**src/rtl/vtp_pkg.sv**
```systemverilog
// ----------------------------------------------------------------------------
// vtp_pkg
// Shared types and constants of the vertex transform block.
// ----------------------------------------------------------------------------
package vtp_pkg;

	localparam int NUM_PAIRS = 8;
	localparam int NUM_ROWS  = 4;
	localparam int NUM_LANES = 3;
	localparam int W_ROW     = 3;
	localparam int COORD_W   = 32;
	localparam int PAIR_W    = 64;
	localparam int IDX_W     = 3;
	localparam int PROD_W    = 64;
	localparam int ACC_W     = 66;
	localparam int MAG_W     = 65;
	localparam int QUO_W     = 32;
	localparam int QDEPTH    = 4;
	localparam int QPTR_W    = 2;
	localparam int QCNT_W    = 3;

	localparam logic [COORD_W-1:0] POS_LIMIT = 32'h7fff_ffff;
	localparam logic [COORD_W-1:0] NEG_LIMIT = 32'h8000_0000;

	typedef enum logic {
		CMD_FULL   = 1'b0,
		CMD_ROTATE = 1'b1
	} cmd_t;

	// Word between front and back: row sums, w in row W_ROW.
	typedef struct packed {
		cmd_t                          cmd;
		logic [NUM_ROWS-1:0][ACC_W-1:0] sum;
	} sums_t;

	// One stage of the divider pipeline.
	typedef struct packed {
		cmd_t                            cmd;
		logic                            wzero;
		logic [NUM_LANES-1:0]            neg;
		logic [NUM_LANES-1:0]            ovf;
		logic [NUM_LANES-1:0][MAG_W-1:0] mag;
		logic [NUM_LANES-1:0][MAG_W-1:0] rem;
		logic [NUM_LANES-1:0][QUO_W-1:0] quo;
		logic [MAG_W-1:0]                den;
	} div_t;

endpackage

```
**src/rtl/vtp_queue.sv**
```systemverilog
// ----------------------------------------------------------------------------
// vtp_queue
// Short FIFO of row-sum words between the front and the back.
// ----------------------------------------------------------------------------
module vtp_queue (
	input  logic           clk,
	input  logic           arst_n,
	input  logic           push,
	input  vtp_pkg::sums_t push_word,
	output logic           full,
	input  logic           pop,
	output vtp_pkg::sums_t head,
	output logic           empty
);

	vtp_pkg::sums_t mem_q [vtp_pkg::QDEPTH];
	logic [vtp_pkg::QPTR_W-1:0] wr_q, rd_q;
	logic [vtp_pkg::QCNT_W-1:0] cnt_q;
	logic do_pop;

	assign full   = (cnt_q == vtp_pkg::QCNT_W'(vtp_pkg::QDEPTH));
	assign empty  = (cnt_q == '0);
	assign head   = mem_q[rd_q];
	assign do_pop = pop && !empty;

	always_ff @(posedge clk or negedge arst_n) begin
		if (!arst_n) begin
			wr_q  <= '0;
			rd_q  <= '0;
			cnt_q <= '0;
		end else begin
			if (push) wr_q <= wr_q + 1'b1;
			if (do_pop) rd_q <= rd_q + 1'b1;
			cnt_q <= cnt_q + vtp_pkg::QCNT_W'(push) - vtp_pkg::QCNT_W'(do_pop);
		end
	end

	always_ff @(posedge clk) begin
		if (push) mem_q[wr_q] <= push_word;
	end

endmodule

```
**config.mk**
```make
export PLATFORM = sky130hd
export DESIGN_NAME = vtp_queue
export DESIGN_NICKNAME = d
export VERILOG_FILES = /design/src/rtl/vtp_pkg.sv /design/src/rtl/vtp_queue.sv
export SDC_FILE = /design/constraint.sdc
export NUM_CORES = 1
export LEC_CHECK = 0
export ABC_AREA = 1
export BUFFER_PORTS_ARGS = -buffer_cell sky130_fd_sc_hd__buf_2
export CAP_MARGIN = 15
export CORE_ASPECT_RATIO = 2
export CORE_UTILIZATION = 30
export CTS_BUF_LIST = sky130_fd_sc_hd__clkbuf_8
export DETAILED_ROUTE_END_ITERATION = 8
export HOLD_SLACK_MARGIN = 0.15
export PLACE_DENSITY = 0.5
export SYNTH_ARGS = -nofsm -noshare
export SYNTH_HDL_FRONTEND = slang
export SYNTH_SLANG_ARGS = --single-unit
```
**constraint.sdc**
```tcl
create_clock -name clk -period 10 [get_ports clk]
set_clock_uncertainty 0.05 [all_clocks]
set_input_delay 1 -clock clk [delete_from_list [all_inputs] [get_ports clk]]
set_output_delay 1 -clock clk [all_outputs]
set_load 0.005 [all_outputs]
```
==> metrics.cfg <==
[synth]
syn-num-nets=3688
synth_simple_gate_area_share_pct=12.0
yosysTopAreaCell=edfxtp_1
syn_inst=3412
async_reset_ff_share_pct=0.656
synth_commonest_cells=edfxtp_1 (1060), nand2_1 (811), nor2_1 (531), o21ai_0 (356), inv_1 (280)
yosysMostFrequentCell=edfxtp_1
avgSynthCellArea_sq_um=12.3
synth_edf_count=1060
ys_types=20
synthXorXnorAreaFrac_pct=0.0625
ys_warn_count=0
ys.flop_type=edfxtp_1
synth_seq_cells=1067
synth_area_sq_mm=0.0420
netlist_top_cells_area=edfxtp_1 (76%), nand2_1 (7.2%), nor2_1 (4.7%), o21ai_0 (4.2%), inv_1 (2.5%)
ys_seq_area_share_pct=76.2
synth_compound_area_share_pct=6.32
synth.area.mux_share_pct=0
synth_fa_ha_area_share_pct=0.226
synth_top_area_share_pct=75.7
synth_top_family_by_area=simple AND/OR/NAND/NOR gates

[cts]
clock_path_buffers=4
htree_levels=4
cts_tree=yes
cts_num_sinks=1067
cts_root_buf=clkbuf_8
cts_resized=0
clk_latency_ns=0.81
numCtsBuffers=165
clk_pin_slew_ns=0.06

[routing]
wl_per_cell_um=16.9
via_count=25800
ant_nets=0
avgViaCountPerCell=4.34
routed_wirelength_um=100000
drc=0
dr.pass1.iters=5
drtIter0Drc=1134

[place]
place_ws_ns=5.12
portBuffers=535
dpl.hpwl_um=59500
placed_cells=5656
gp_congestion=0.737

[setup_path]
path_cells=buf_4, buf_4, buf_4, nor2_1, nor2_1, o21ai_1, nand2_1, buf_2
path_class=reg -> out
end_kind=primary output
slowest_stage=dfrtp_4
cp-start-kind=flop
cp_max_fo=97
critical_path.most_common_cell=buf_4
cpPeakStageDelay_ns=0.93
crit_arrival_ns=4.58
crit_required_ns=8.95

[cells_and_area]
nets=4248
multi_input_area_sq_mm=0.00783
drive_gt1_share_pct=18.8
nFillCells=13800
syn_to_final_growth_pct=16.7
area.sequential_sq_mm=0.0320
fin_cells=5950

[timing]
period_needed_ns=5.63
fin_ws_ns=4.37
hold_viol=0
worstMarginPinSlew_ns=1.04
max_freq_ghz=0.178
fin_crit_sh_pct=56.3
final.setup.tns_ns=0
rsz0062_at_grt=false
slew_violations=0
slew-limit-headroom_pct=30.4
setup_violations=0

[global_route]
gr-total-overflow=0
grt_usage_pct=14.0
grt_pass1_wl_um=151000
antenna_found_initial=38
grt_pass1_vias=25600
grt_max_degree=141

[floorplanning]
pin_count=536
die_w_um=267
initial_utilization_pct=30.3
dieArea_sq_mm=0.142
rows=193
die_h_um=531
core-area_sq_mm=0.139

[pwr]
peakVddDrop_uv=154
p_leak_uw=0.0194
power_per_cell_area_mw_per_mm2=283
finalPower_uw=13900

[status]
status=completed

[worst_hold_path]
min_path_type=in -> reg

[job]
maxCapViolCount=0

[flip-flops by register name, summed over array words and instances, names as in the netlist]
register  flops
mem_q      1060
cnt_q         3
wr_q          2
rd_q          2
[where the power goes]
group	switching, uW	total, uW	internal (uW)
Clock	1640	3230	1590
Combinational	3190	4610	1420
Sequential	203	6050	5850
[final timing paths]
path                                 end  slack, ns           from  depth (start not counted)
max in group asynchronous        rd_q[0]       9.18         arst_n                          2
min reg2reg                      wr_q[0]       0.49        wr_q[0]                          1
min                         mem_q[2][24]       0.30  push_word[24]                          1
max                             head[72]       4.37        rd_q[0]                          8
max reg2reg                mem_q[2][117]       6.48        wr_q[0]                          6
min in group asynchronous        rd_q[1]       0.53         arst_n                          2
[kinds of logic (layout without fill, tap and decap cells)]
family          count (synthesis)  after routing
simple gates                 1345           1345
flops                        1067           1067
compound gates                531            531
buf+inv                       459           1130
fa+ha+maj                       7              7
xor+xnor                        3              3
other cells                     0             15
[layer usage]
metal | global-route usage [%] | up-vias | share of wire, %
li1 | - | 12600 | -
met1 | 15.0 | 12200 | 38
met2 | 24.0 | 660 | 49
met3 | 5.49 | 267 | 9.0
met4 | 6.01 | 54 | 3.7
met5 | 0 | - | 0.33
[critical path, delay by kind of cell, from the launching register on]
family          cells  cell delay, ns
buf+inv             4            2.20
flops               1            0.93
compound gates      1            0.08
simple gates        3            0.35
[through the flow]
step	util, %	cell area (sq um)	hold WS [ns]
after detailed placement	33.3	46200	0.485
after global routing	35.4	49000	0.217
after global placement	33.3	46200	0.463
final	35.4	49100	0.303
after CTS	35.4	49000	0.183
after floorplan	-	42000	0.411
[final cells by class]
cell class | instances | area share, %
clock buffer | 166 | 4.66
sequential | 1067 | 65.2
multi-input combinational | 1886 | 16.0
clock inverter | 112 | 1.09
timing repair buffer | 570 | 6.00
inverter | 282 | 2.25
antenna | 15 | 0.0765
tap | 1852 | 4.72
[layout by cell type, fill, tap and decap left out, drive strengths merged, types with 2 or more instances in the layout]
cell type and count:
buf 569, xor2 2, ha 6, bufinv 2, diode 15, o21ai 531, dfrtp 7, inv 339
edfxtp 1060, nand2 811, clkinv 47, clkinvlp 6, nand3 2, nor2 531, clkbuf 166
[timing repair]
item | 4_1_cts | 5_1_grt
endpoints found under the hold margin | 7 | 0
hold buffers | 1 | 0
setup buffers | 0 | 0
Power figures use the tool's default switching activity.
